`src/sv/pol_pkg.sv`:
```
// Shared types and fixed field widths for the positional ordered list.
// No dependencies; imported by pol_decode and positional_ordered_list.
package pol_pkg;

  localparam int POS_W  = 7;   // in_position width
  localparam int HIN_W  = 16;  // in_handle_in width
  localparam int HOUT_W = 16;  // out_handle_out width
  localparam int LEN_W  = 7;   // out_list_length width

  typedef enum logic [1:0] {
    KIND_INSERT = 2'd0,
    KIND_DELETE = 2'd1,
    KIND_GET    = 2'd2,
    KIND_CLEAR  = 2'd3
  } kind_t;

  typedef enum logic {
    ST_IDLE = 1'b0,
    ST_RUN  = 1'b1
  } state_t;

  // request check result: err -> reject, run -> needs the memory engine
  typedef struct packed {
    logic err;
    logic run;
  } dec_t;

endpackage

```
`src/sv/pol_decode.sv`:
```
// Range, null and full checks for an incoming list request.
// Depends on pol_pkg (kind_t, dec_t, POS_W).
module pol_decode import pol_pkg::*; #(
  parameter int CAPACITY = 64,
  parameter int CNT_W    = 7
) (
  input  logic [1:0]       kind,
  input  logic [POS_W-1:0] position,
  input  logic             handle_zero,
  input  logic [CNT_W-1:0] cnt,
  output dec_t             dec
);

  localparam int CMP_W = (CNT_W > POS_W) ? CNT_W : POS_W;

  logic [CMP_W-1:0] pos_ext;
  logic [CMP_W-1:0] cnt_ext;
  logic             full;

  assign pos_ext = CMP_W'(position);
  assign cnt_ext = CMP_W'(cnt);
  assign full    = (cnt >= CNT_W'(CAPACITY));

  always_comb begin
    dec = '0;
    case (kind_t'(kind))
      KIND_INSERT: begin
        dec.err = (pos_ext > cnt_ext) || handle_zero || full;
        dec.run = !dec.err;
      end
      KIND_DELETE, KIND_GET: begin
        dec.err = (pos_ext >= cnt_ext);
        dec.run = !dec.err;
      end
      KIND_CLEAR: begin
        dec.err = 1'b0;
        dec.run = 1'b0;
      end
      default: begin
        dec.err = 1'b1;
        dec.run = 1'b0;
      end
    endcase
  end

endmodule

```
`src/sv/positional_ordered_list.sv`:
```
// Positional ordered list: top level with the entry memory and shift engine.
// Depends on pol_pkg and pol_decode.
//
// Usage: a request (in_kind, in_position, in_handle_in) is taken at a rising
// edge with start high and busy low. Each request yields one result on
// out_status, out_handle_out and out_list_length, shown for exactly one cycle
// with out_strobe high; the receiver cannot stall it.
// Errors and clear: the strobe comes in the cycle after acceptance.
// Get: the entry is read, then captured, then the strobe is shown.
// Insert/delete: R = length - position reads through the single-port-read
// memory, one per cycle, shifted one place by write-back; then the strobe
// comes. An insert at the end of the list (R = 0) needs no reads.
// The read-then-write-back shift loop over the entry memory sets the time, so
// a request takes longer the more entries it shifts. busy is high while the
// engine runs; the next request may be taken in the cycle the strobe is shown.
// Reset (synchronous, active low) empties the list at once; the memory
// itself is not cleared, only entries below the length are ever read.
module positional_ordered_list import pol_pkg::*; #(
  parameter int CAPACITY    = 64,
  parameter int HANDLE_BITS = 16
) (
  input  logic              clk,
  input  logic              rst_n,
  input  logic              start,
  output logic              busy,
  input  logic [1:0]        in_kind,
  input  logic [POS_W-1:0]  in_position,
  input  logic [HIN_W-1:0]  in_handle_in,
  output logic              out_strobe,
  output logic              out_status,
  output logic [HOUT_W-1:0] out_handle_out,
  output logic [LEN_W-1:0]  out_list_length
);

  localparam int ADDR_W = $clog2(CAPACITY);
  localparam int CNT_W  = $clog2(CAPACITY + 1);
  localparam int CMP_W  = (CNT_W > POS_W) ? CNT_W : POS_W;
  localparam int HI_W   = (HANDLE_BITS > HIN_W) ? HANDLE_BITS : HIN_W;
  localparam int HO_W   = (HANDLE_BITS > HOUT_W) ? HANDLE_BITS : HOUT_W;
  localparam int LX_W   = (CNT_W > LEN_W) ? CNT_W : LEN_W;

  logic [HANDLE_BITS-1:0] mem [CAPACITY];

  state_t                 state_r, state_nxt;
  kind_t                  kind_r, kind_nxt;
  logic [CNT_W-1:0]       cnt_r, cnt_nxt;
  logic [CNT_W-1:0]       pos_r, pos_nxt;
  logic [HANDLE_BITS-1:0] handle_r, handle_nxt;
  logic [CNT_W-1:0]       rem_r, rem_nxt;
  logic [CNT_W-1:0]       rd_ptr_r, rd_ptr_nxt;
  logic [CNT_W-1:0]       wr_ptr_r, wr_ptr_nxt;
  logic                   pend_r, pend_nxt;
  logic                   first_r, first_nxt;
  logic [HANDLE_BITS-1:0] taken_r, taken_nxt;
  logic [HANDLE_BITS-1:0] rd_data_r;

  logic                   out_strobe_r, out_strobe_nxt;
  logic                   out_status_r, out_status_nxt;
  logic [HOUT_W-1:0]      out_handle_r, out_handle_nxt;
  logic [LEN_W-1:0]       out_len_r, out_len_nxt;

  logic                   mem_we;
  logic [ADDR_W-1:0]      mem_wa;
  logic [HANDLE_BITS-1:0] mem_wd;
  logic                   rd_en;

  logic [HI_W-1:0]        hin_ext;
  logic [HANDLE_BITS-1:0] hin;
  logic [CMP_W-1:0]       pos_ext;
  logic [HO_W-1:0]        taken_ext;
  logic [LX_W-1:0]        cnt_nxt_ext;
  logic                   accept;
  logic                   finish;
  dec_t                   dec;

  assign hin_ext   = HI_W'(in_handle_in);
  assign hin       = hin_ext[HANDLE_BITS-1:0];
  assign pos_ext   = CMP_W'(in_position);
  assign taken_ext = HO_W'(taken_r);
  assign accept    = start && (state_r == ST_IDLE);
  assign finish    = (state_r == ST_RUN) && (rem_r == '0) && !pend_r;

  pol_decode #(
    .CAPACITY (CAPACITY),
    .CNT_W    (CNT_W)
  ) u_decode (
    .kind        (in_kind),
    .position    (in_position),
    .handle_zero (hin == '0),
    .cnt         (cnt_r),
    .dec         (dec)
  );

  // next state
  always_comb begin
    state_nxt = state_r;
    case (state_r)
      ST_IDLE: begin
        if (accept && dec.run) state_nxt = ST_RUN;
      end
      ST_RUN: begin
        if (finish) state_nxt = ST_IDLE;
      end
      default: state_nxt = ST_IDLE;
    endcase
  end

  // datapath and outputs
  always_comb begin
    kind_nxt       = kind_r;
    cnt_nxt        = cnt_r;
    pos_nxt        = pos_r;
    handle_nxt     = handle_r;
    rem_nxt        = rem_r;
    rd_ptr_nxt     = rd_ptr_r;
    wr_ptr_nxt     = wr_ptr_r;
    pend_nxt       = pend_r;
    first_nxt      = first_r;
    taken_nxt      = taken_r;
    out_strobe_nxt = 1'b0;
    out_status_nxt = out_status_r;
    out_handle_nxt = out_handle_r;
    mem_we         = 1'b0;
    mem_wa         = '0;
    mem_wd         = '0;
    rd_en          = 1'b0;
    case (state_r)
      ST_IDLE: begin
        if (accept) begin
          if (dec.run) begin
            kind_nxt   = kind_t'(in_kind);
            pos_nxt    = pos_ext[CNT_W-1:0];
            handle_nxt = hin;
            pend_nxt   = 1'b0;
            case (kind_t'(in_kind))
              KIND_INSERT: begin
                // move entries pos..cnt-1 up by one, top first
                rem_nxt    = cnt_r - pos_ext[CNT_W-1:0];
                rd_ptr_nxt = cnt_r - CNT_W'(1);
                wr_ptr_nxt = cnt_r;
                first_nxt  = 1'b0;
              end
              KIND_DELETE: begin
                // first read is the removed entry, the rest move down
                rem_nxt    = cnt_r - pos_ext[CNT_W-1:0];
                rd_ptr_nxt = pos_ext[CNT_W-1:0];
                wr_ptr_nxt = pos_ext[CNT_W-1:0];
                first_nxt  = 1'b1;
              end
              default: begin
                rem_nxt    = CNT_W'(1);
                rd_ptr_nxt = pos_ext[CNT_W-1:0];
                wr_ptr_nxt = pos_ext[CNT_W-1:0];
                first_nxt  = 1'b1;
              end
            endcase
          end else begin
            out_strobe_nxt = 1'b1;
            out_status_nxt = dec.err;
            out_handle_nxt = '0;
            if (!dec.err) cnt_nxt = '0;  // clear
          end
        end
      end
      ST_RUN: begin
        if (pend_r) begin
          if (first_r) begin
            taken_nxt = rd_data_r;
            first_nxt = 1'b0;
          end else begin
            mem_we = 1'b1;
            mem_wa = wr_ptr_r[ADDR_W-1:0];
            mem_wd = rd_data_r;
            if (kind_r == KIND_INSERT) wr_ptr_nxt = wr_ptr_r - CNT_W'(1);
            else                       wr_ptr_nxt = wr_ptr_r + CNT_W'(1);
          end
        end
        if (rem_r != '0) begin
          rd_en    = 1'b1;
          rem_nxt  = rem_r - CNT_W'(1);
          pend_nxt = 1'b1;
          if (kind_r == KIND_INSERT) rd_ptr_nxt = rd_ptr_r - CNT_W'(1);
          else                       rd_ptr_nxt = rd_ptr_r + CNT_W'(1);
        end else begin
          pend_nxt = 1'b0;
        end
        if (finish) begin
          out_strobe_nxt = 1'b1;
          out_status_nxt = 1'b0;
          case (kind_r)
            KIND_INSERT: begin
              mem_we         = 1'b1;
              mem_wa         = pos_r[ADDR_W-1:0];
              mem_wd         = handle_r;
              cnt_nxt        = cnt_r + CNT_W'(1);
              out_handle_nxt = '0;
            end
            KIND_DELETE: begin
              cnt_nxt        = cnt_r - CNT_W'(1);
              out_handle_nxt = taken_ext[HOUT_W-1:0];
            end
            default: begin
              out_handle_nxt = taken_ext[HOUT_W-1:0];
            end
          endcase
        end
      end
      default: ;
    endcase
    cnt_nxt_ext = LX_W'(cnt_nxt);
    out_len_nxt = out_strobe_nxt ? cnt_nxt_ext[LEN_W-1:0] : out_len_r;
  end

  always_ff @(posedge clk) begin
    if (!rst_n) begin
      state_r      <= ST_IDLE;
      cnt_r        <= '0;
      rem_r        <= '0;
      pend_r       <= 1'b0;
      first_r      <= 1'b0;
      out_strobe_r <= 1'b0;
    end else begin
      state_r      <= state_nxt;
      cnt_r        <= cnt_nxt;
      rem_r        <= rem_nxt;
      pend_r       <= pend_nxt;
      first_r      <= first_nxt;
      out_strobe_r <= out_strobe_nxt;
    end
  end

  always_ff @(posedge clk) begin
    kind_r       <= kind_nxt;
    pos_r        <= pos_nxt;
    handle_r     <= handle_nxt;
    rd_ptr_r     <= rd_ptr_nxt;
    wr_ptr_r     <= wr_ptr_nxt;
    taken_r      <= taken_nxt;
    out_status_r <= out_status_nxt;
    out_handle_r <= out_handle_nxt;
    out_len_r    <= out_len_nxt;
  end

  // entry memory: one write and one registered read per cycle
  always_ff @(posedge clk) begin
    if (mem_we) mem[mem_wa] <= mem_wd;
    if (rd_en) rd_data_r <= mem[rd_ptr_r[ADDR_W-1:0]];
  end

  assign busy            = (state_r != ST_IDLE);
  assign out_strobe      = out_strobe_r;
  assign out_status      = out_status_r;
  assign out_handle_out  = out_handle_r;
  assign out_list_length = out_len_r;

  // a result is never shown while the engine still runs
  a_strobe_idle: assert property (@(posedge clk) disable iff (!rst_n)
    out_strobe |-> !busy)
    else $error("result strobe while busy");

  a_cnt_bound: assert property (@(posedge clk) disable iff (!rst_n)
    cnt_r <= CNT_W'(CAPACITY))
    else $error("list length above capacity");

  // shift write-back never targets the entry being read in the same cycle
  a_no_rw_clash: assert property (@(posedge clk) disable iff (!rst_n)
    (mem_we && rd_en) |-> (mem_wa != rd_ptr_r[ADDR_W-1:0]))
    else $error("read and write of one entry in one cycle");

  a_clear: assert property (@(posedge clk) disable iff (!rst_n)
    (accept && (in_kind == KIND_CLEAR)) |=>
      (out_strobe && !out_status && (out_list_length == '0)))
    else $error("clear transaction result wrong");

endmodule
```
`config.mk`:
```
export PLATFORM = sky130hd
export DESIGN_NAME = positional_ordered_list
export DESIGN_NICKNAME = d
export VERILOG_FILES = /design/src/sv/pol_pkg.sv /design/src/sv/pol_decode.sv /design/src/sv/positional_ordered_list.sv
export SDC_FILE = /design/constraint.sdc
export NUM_CORES = 1
export LEC_CHECK = 0
export BUFFER_PORTS_ARGS = -buffer_cell sky130_fd_sc_hd__buf_2
export CORE_MARGIN = 4
export CORE_UTILIZATION = 35
export CTS_CLUSTER_DIAMETER = 30
export DETAILED_ROUTE_END_ITERATION = 16
export GPL_TIMING_DRIVEN = 0
export PLACE_DENSITY = 0.49
export SKIP_LAST_GASP = 1
export SYNTH_ARGS = -nofsm -noshare
export SYNTH_HDL_FRONTEND = slang
export SYNTH_SLANG_ARGS = --single-unit
```
`constraint.sdc`:
```
create_clock -name clk -period 4.5 [get_ports clk]
set_clock_uncertainty 0.1 [all_clocks]
set_input_delay 0.45 -clock clk [delete_from_list [all_inputs] [get_ports clk]]
set_output_delay 0.45 -clock clk [all_outputs]
set_load 0.005 [all_outputs]
```
======== Yosys cells after proc, flatten, opt, wreduce, memory -nomap -nowiden ========
Memory sizes are Yosys's and may differ from the RTL's. A register that Yosys moved wholly into a read port is not among the register bits.
Cells that the tools add are included.
word-level totals
  word-level logic and storage cells ...... 130
  flip-flop bits (word level) ............. 96
  latch bits .............................. 0
  memories kept ........................... 1
  memory bits (read-only) ................. 0
  output and inout port bits .............. 26
  RAM bits ................................ 1024
  bits of input ports ..................... 28
operators by class
  reduce and logical (&&, ||, !) cells .... 23
  shifts and indexed selects .............. 0
  div/mod/pow operators ................... 0
  multipliers ............................. 0
  eq/ne operators ......................... 11
  multiplexer cells ....................... 68
  add/sub/neg operators ................... 8
  bitwise gates (word level) .............. 1
  $lt $le $gt $ge ......................... 3
memories
  memory  words  width  rd ports  clocked after memory_dff  write ports  RTL line                       RTL
  mem     64     16     1         1                         1            positional_ordered_list.sv:42  logic [HANDLE_BITS-1:0] mem [CAPACITY];
operators by type and width
  operator                                                   count
  2-to-1 mux 16 bit                                          9
  2-to-1 mux 7 bit                                           19
  case mux 7 bit (2 select lines)                            5
  case mux 16 bit (2 select lines)                           1
  2-to-1 mux 6 bit                                           5
  subtractor 7 x 1 -> 7 bit (second input constant)          4
  2-to-1 mux 1 bit                                           23
  adder 7 x 1 -> 7 bit (second input constant)               3
  zero test 16 bit                                           1
  AND reduction 3 bit                                        5
  case mux 1 bit (2 select lines)                            5
  inequality test 2 bit (second input constant)              4
  greater-or-equal comparator 7 bit                          1
  greater-or-equal comparator 7 bit (second input constant)  1
  > comparator 7 bit                                         1
  zero test 7 bit                                            1
  nonzero test 7 bit                                         1
  subtractor 7 bit                                           1
  inequality test 2 x 1 -> 1 bit (second input constant)     3
  case mux 2 bit (3 select lines)                            1
  == test 2 x 1 -> 1 bit (second input constant)             2
  == test 2 bit (second input constant)                      2
  logical AND 1 bit                                          4
  zero test 2 bit                                            2
  6 further kinds                                            10

======== Depth between registers and ports, before layout ========
  depth after elaboration ................. 9
  gate-level depth with buffers ........... 11
  depth with buffers taken out ............ 8

======== By module ========
Synthesis repeated with hierarchy kept, for this count alone.
second synthesis, totals
  cell total of the unflattened synthesis .. 2179
  area total of the unflattened synthesis .. 44692.9 sq um
by module, submodules not included
  module                   area an instance (sq um)  instances  sequential area each (sq um)  cells an instance
  positional_ordered_list  44391.3                   1          33872.5                       2139
  pol_decode               301.5                     1          0.0                           40

======== Worst setup path before layout ========
Ideal clock, no wire load.
  path kind ............................... register -> register
  start point ............................. register rem_r[0]
  end point ............................... memory mem[0][0], enable pin
  cell stages (with the launch flop) ...... 11
  clock period less this slack ............ 3.534 ns
  slack ................................... 0.966 ns
  setup time .............................. 0.388 ns
  data arrival time ....................... 3.045 ns
  required time ........................... 4.012 ns
  path buffers ............................ 3
  cell sequence ........................... dfxtp_1 inv_1 ha_1 or3b_1 clkbuf_1 nor4_4 buf_6 buf_4 mux2_2 a211o_1 nor2_1
between the ends
  word-level cells in the longest chain between the ends .. 7
  elaborated cells between the ends (all ways) .. 9
  those cells by class .................... mux: 6; reduce/logical: 3
RTL lines
  element                                 RTL line                        RTL
  start: declaration                      positional_ordered_list.sv:49   logic [CNT_W-1:0] rem_r, rem_nxt;
  start signal: assignment                positional_ordered_list.sv:225  rem_r <= rem_nxt;
  zero test 7 bit (*)                     positional_ordered_list.sv:81   assign finish = (state_r == ST_RUN) && (rem_r == '0) && !pend_r;
  logical AND 1 bit (*) (2 in a row)      positional_ordered_list.sv:81
  2-to-1 mux 1 bit                        positional_ordered_list.sv:187  if (finish) begin
  2-to-1 mux 1 bit                        positional_ordered_list.sv:127  case (state_r)
  2-to-1 mux 1 bit                        positional_ordered_list.sv:246  if (mem_we) mem[mem_wa] <= mem_wd;
  2-to-1 mux 1 bit (not written as such)  positional_ordered_list.sv:246
  end: declaration                        positional_ordered_list.sv:42
Mark *: on every way between the ends. The rest lies on a longest branch, timed or not.

==> insert_results.sql <==
INSERT INTO impl_metrics (metric_group, metric, value, unit) VALUES
('grt', 'grt_busiest_layer', 'met2', ''),
('clock_tree', 'tritoncts', 'built', ''),
('floorplan', 'io_pins', '54', ''),
('power_and_ir_drop', 'power.static_leakage', '21.1', 'nW'),
('drt', 'wl_per_cell', '30.8', 'um'),
('cells_and_area', 'finalNetCount', '2608', ''),
('worst_hold_path', 'holdCritPathClass', 'primary input to flip-flop', ''),
('timing', 'timing_hold_violations_final', '0', ''),
('worst_hold_path', 'hold_start', 'start', ''),
('worst_setup_path', 'timing.critical_path.fanout_max', '10', ''),
('synthesis', 'proportion_of_register_bits_with_asynchronous_set_or_reset_after_synthesis', '0', ''),
('clock_tree', 'insertion_delay_to_the_later_sink_of_the_worst_skew_pair', '0.83', 'ns'),
('status', 'violated_checks', 'negative setup slack', ''),
('synthesis', 'synth_seq_cells', '1134', ''),
('timing', 'timing.final.setup_violations', '2', ''),
('drt', 'vias', '24400', ''),
('clock_tree', 'cts_htree_levels', '4', ''),
('grt', 'first_pass_grt_wire_length', '191000', 'um'),
('floorplan', 'die_w', '365', 'um'),
('worst_hold_path', 'worstHoldEndpoint', 'rem_r[4]$_SDFFE_PN0P_', ''),
('placement', 'hpwlAfterDp', '93000', 'um'),
('status', 'status', 'finished with violations', ''),
('synthesis', 'synth_cells', '2164', ''),
('drt', 'detailedRoute.firstPassIterationCount', '5', ''),
('job', 'max_cap_violations', '0', ''),
('synthesis', 'synth.largest_area_cell', 'sky130_fd_sc_hd__edfxtp_1', ''),
('worst_setup_path', 'crit-reg2reg-capture', 'rd_data_r[11]$_DFFE_PP_', ''),
('worst_setup_path', 'critPathCaptureType', 'flip-flop', ''),
('floorplan', 'fp-row-count', '130', ''),
('grt', 'grt_start_max_net_pins', '61', ''),
('grt', 'number_of_antenna_violations_at_the_first_check_in_global_routing', '6', ''),
('synthesis', 'synth-main-ff-cell', 'sky130_fd_sc_hd__edfxtp_1', ''),
('worst_setup_path', 'worst_r2r_path_depth', '8', ''),
('worst_setup_path', 'rr_startpoint', 'rd_ptr_r[1]$_DFFE_PP_', ''),
('clock_tree', 'clock_tree.root_cell', 'sky130_fd_sc_hd__clkbuf_16', ''),
('placement', 'portBuffers', '52', ''),
('synthesis', 'synth_most_common_cell', 'sky130_fd_sc_hd__edfxtp_1', ''),
('clock_tree', 'cts_inserted_buffers', '240', ''),
('synthesis', 'synth_top_cells_by_area', 'sky130_fd_sc_hd__edfxtp_1 (75%), sky130_fd_sc_hd__mux4_2 (13%), sky130_fd_sc_hd__mux2i_1 (0.83%)', ''),
('grt', 'track_usage', '0.205', ''),
('clock_tree', 'cts.sinks', '1134', ''),
('worst_setup_path', 'worst-endpoint-required', '5.05', 'ns'),
('synthesis', 'synth_sequential_area_ratio', '0.761', ''),
('drt', 'drt_iter0_markers', '2743', ''),
('clock_tree', 'clkTransAtPathRegs', '0.05', 'ns'),
('cells_and_area', 'area_growth_syn_to_layout', '28.6', '%'),
('floorplan', 'core_area', '0.126', 'sq mm'),
('cells_and_area', 'finalNonFillerCells', '4423', ''),
('synthesis', 'yosys.cell_types.count', '70', ''),
('placement', 'gp_congestion', '0.844', ''),
('grt', 'number_of_global_route_vias_before_repair', '25100', ''),
('cells_and_area', 'drive_gt1_frac', '0.333', ''),
('synthesis', 'synthesis.area', '0.0445', 'sq mm'),
('synthesis', 'avgSynthCellArea', '20.6', 'sq um'),
('clock_tree', 'clock_path_buffers', '3', ''),
('clock_tree', 'post_cts_buffers', '0', ''),
('grt', 'use_met3', '0.0439', ''),
('worst_setup_path', 'crit_path_start_kind', 'flip-flop', ''),
('worst_setup_path', 'setup.reg_to_reg.worst_slack', '-0.03', 'ns'),
('grt', 'use_met2', '0.337', ''),
('floorplan', 'dieArea', '0.133', 'sq mm'),
('synthesis', 'postSynthNetCount', '2216', ''),
('synthesis', 'synth-edff-count', '1116', ''),
('timing', 'finalMaxSlewViolations', '0', ''),
('grt', 'globalRouteOverflowTotal', '0', ''),
('timing', 'setup_slack', '-0.0318', 'ns'),
('floorplan', 'chipHeight', '365', 'um'),
('timing', 'min_period_over_period', '1.01', ''),
('timing', 'tightestPinTransition', '1.41', 'ns'),
('timing', 'rsz_0062_raised_after_global_routing', 'true', ''),
('synthesis', 'ys_top_cells_by_count', 'sky130_fd_sc_hd__edfxtp_1 (1,116), sky130_fd_sc_hd__mux4_2 (254), sky130_fd_sc_hd__nor2_1 (86)', '');
[layout make-up]
| cell class | instances | area, sq um |
|---|---|---|
| repair buffers | 150 | 1970 |
| diodes | 2 | 5.00 |
| well taps | 1650 | 2060 |
| clock buffers | 270 | 6120 |
| multi-input cells | 880 | 10200 |
| fillers | 10700 | 68700 |
| clock inverters | 187 | 2330 |
| inverters | 32 | 120 |
| plain buffers | 118 | 547 |
| flip-flops and latches | 1134 | 33900 |
[worst max-delay path: stages (launching register included)]
cell and delay [ns]:
sky130_fd_sc_hd__edfxtp_1 0.42, sky130_fd_sc_hd__clkbuf_1 0.25, sky130_fd_sc_hd__buf_2 0.27, sky130_fd_sc_hd__clkdlybuf4s15_1 0.68, sky130_fd_sc_hd__nor2_1 1.29, sky130_fd_sc_hd__a22o_1 0.32
sky130_fd_sc_hd__a221oi_1 0.08, sky130_fd_sc_hd__o22ai_1 0.66, sky130_fd_sc_hd__a31o_2 0.30
[cells in the final DEF (no fill, tap or decap), types with 31 or more instances in the layout]
cell type / count
sky130_fd_sc_hd__nor2_2: 60
sky130_fd_sc_hd__mux4_2: 254
sky130_fd_sc_hd__edfxtp_1: 1116
sky130_fd_sc_hd__clkbuf_1: 90
sky130_fd_sc_hd__a21oi_1: 34
sky130_fd_sc_hd__buf_8: 33
sky130_fd_sc_hd__nand2_1: 55
sky130_fd_sc_hd__clkinv_2: 34
sky130_fd_sc_hd__clkbuf_16: 240
sky130_fd_sc_hd__mux2i_1: 37
sky130_fd_sc_hd__o22ai_1: 31
sky130_fd_sc_hd__bufinv_16: 36
sky130_fd_sc_hd__buf_2: 82
sky130_fd_sc_hd__clkinv_1: 36
[worst max-delay path by stage]
| stage | startpoint | end | slack (ns) | cells past startpoint |
|---|---|---|---|---|
| 3_5_place_dp | rd_ptr_r[2]$_DFFE_PP_ | rd_data_r[13]$_DFFE_PP_ | -0.79 | 8 |
| 4_1_cts | rd_ptr_r[1]$_DFFE_PP_ | rd_data_r[13]$_DFFE_PP_ | -0.08 | 7 |
| 6_report | rd_ptr_r[1]$_DFFE_PP_ | rd_data_r[11]$_DFFE_PP_ | -0.03 | 8 |
| 3_3_place_gp | rd_ptr_r[2]$_DFFE_PP_ | rd_data_r[13]$_DFFE_PP_ | -0.72 | 8 |
| 2_1_floorplan | rem_r[0]$_SDFFE_PN0P_ | mem[0][0]$_DFFE_PP_ | 0.97 | 10 |
| 5_1_grt | rem_r[1]$_SDFFE_PN0P_ | mem[34][8]$_DFFE_PP_ | -0.06 | 10 |
[through the flow]
| stage | total power [W] | setup slack, ns | instance area [sq um] |
|---|---|---|---|
| CTS | 0.0297 | -0.0832 | 57200 |
| global placement | 0.0118 | -0.721 | 46800 |
| finish | 0.0295 | -0.0318 | 57200 |
| detailed placement | 0.0118 | -0.791 | 48400 |
| global route | 0.0303 | -0.0604 | 57200 |
| floorplan | 0.0117 | 0.966 | 44500 |
[registers in the layout, indices dropped and copies added, names as in the netlist, 6 cells and up]
register and flops:
handle_r 16, pos_r 6, rd_data_r 16, out_handle_out 16, rem_r 7, cnt_r 7
wr_ptr_r 6, mem 1024, rd_ptr_r 6, taken_ext 16, out_list_length 7
[cell families after synthesis]
logic type / after synthesis / synth area share
AO/OA/AOI/OAI: 280 / 0.0468
XOR/XNOR: 15 / 0.00295
adder cells (fa/ha/maj): 24 / 0.00726
buffers and inverters: 150 / 0.0141
flip-flops: 1134 / 0.761
multiplexers: 294 / 0.138
AND/OR/NAND/NOR: 267 / 0.0300
[routing by layer]
| metal | up-vias | routed length [um] |
|---|---|---|
| met3 | 199 | 9740 |
| met4 | 2 | 4130 |
| li1 | 10000 | - |
| met5 | - | 12 |
| met2 | 1081 | 66400 |
| met1 | 13100 | 55800 |
[timing repair]
action | 4_1_cts | 5_1_grt
gates resized for setup | 18 | 9
setup endpoints to repair | 48 | 26
hold buffers | 25 | 0
hold endpoints to repair | 29 | 0
[power breakdown]
part / switching (W) / internal (W)
Combinational: 0.0000895 / 0.0000591
Sequential: 0.00000296 / 0.0115
Clock: 0.00599 / 0.0119
No activity file was read; power rests on OpenSTA's default activity.
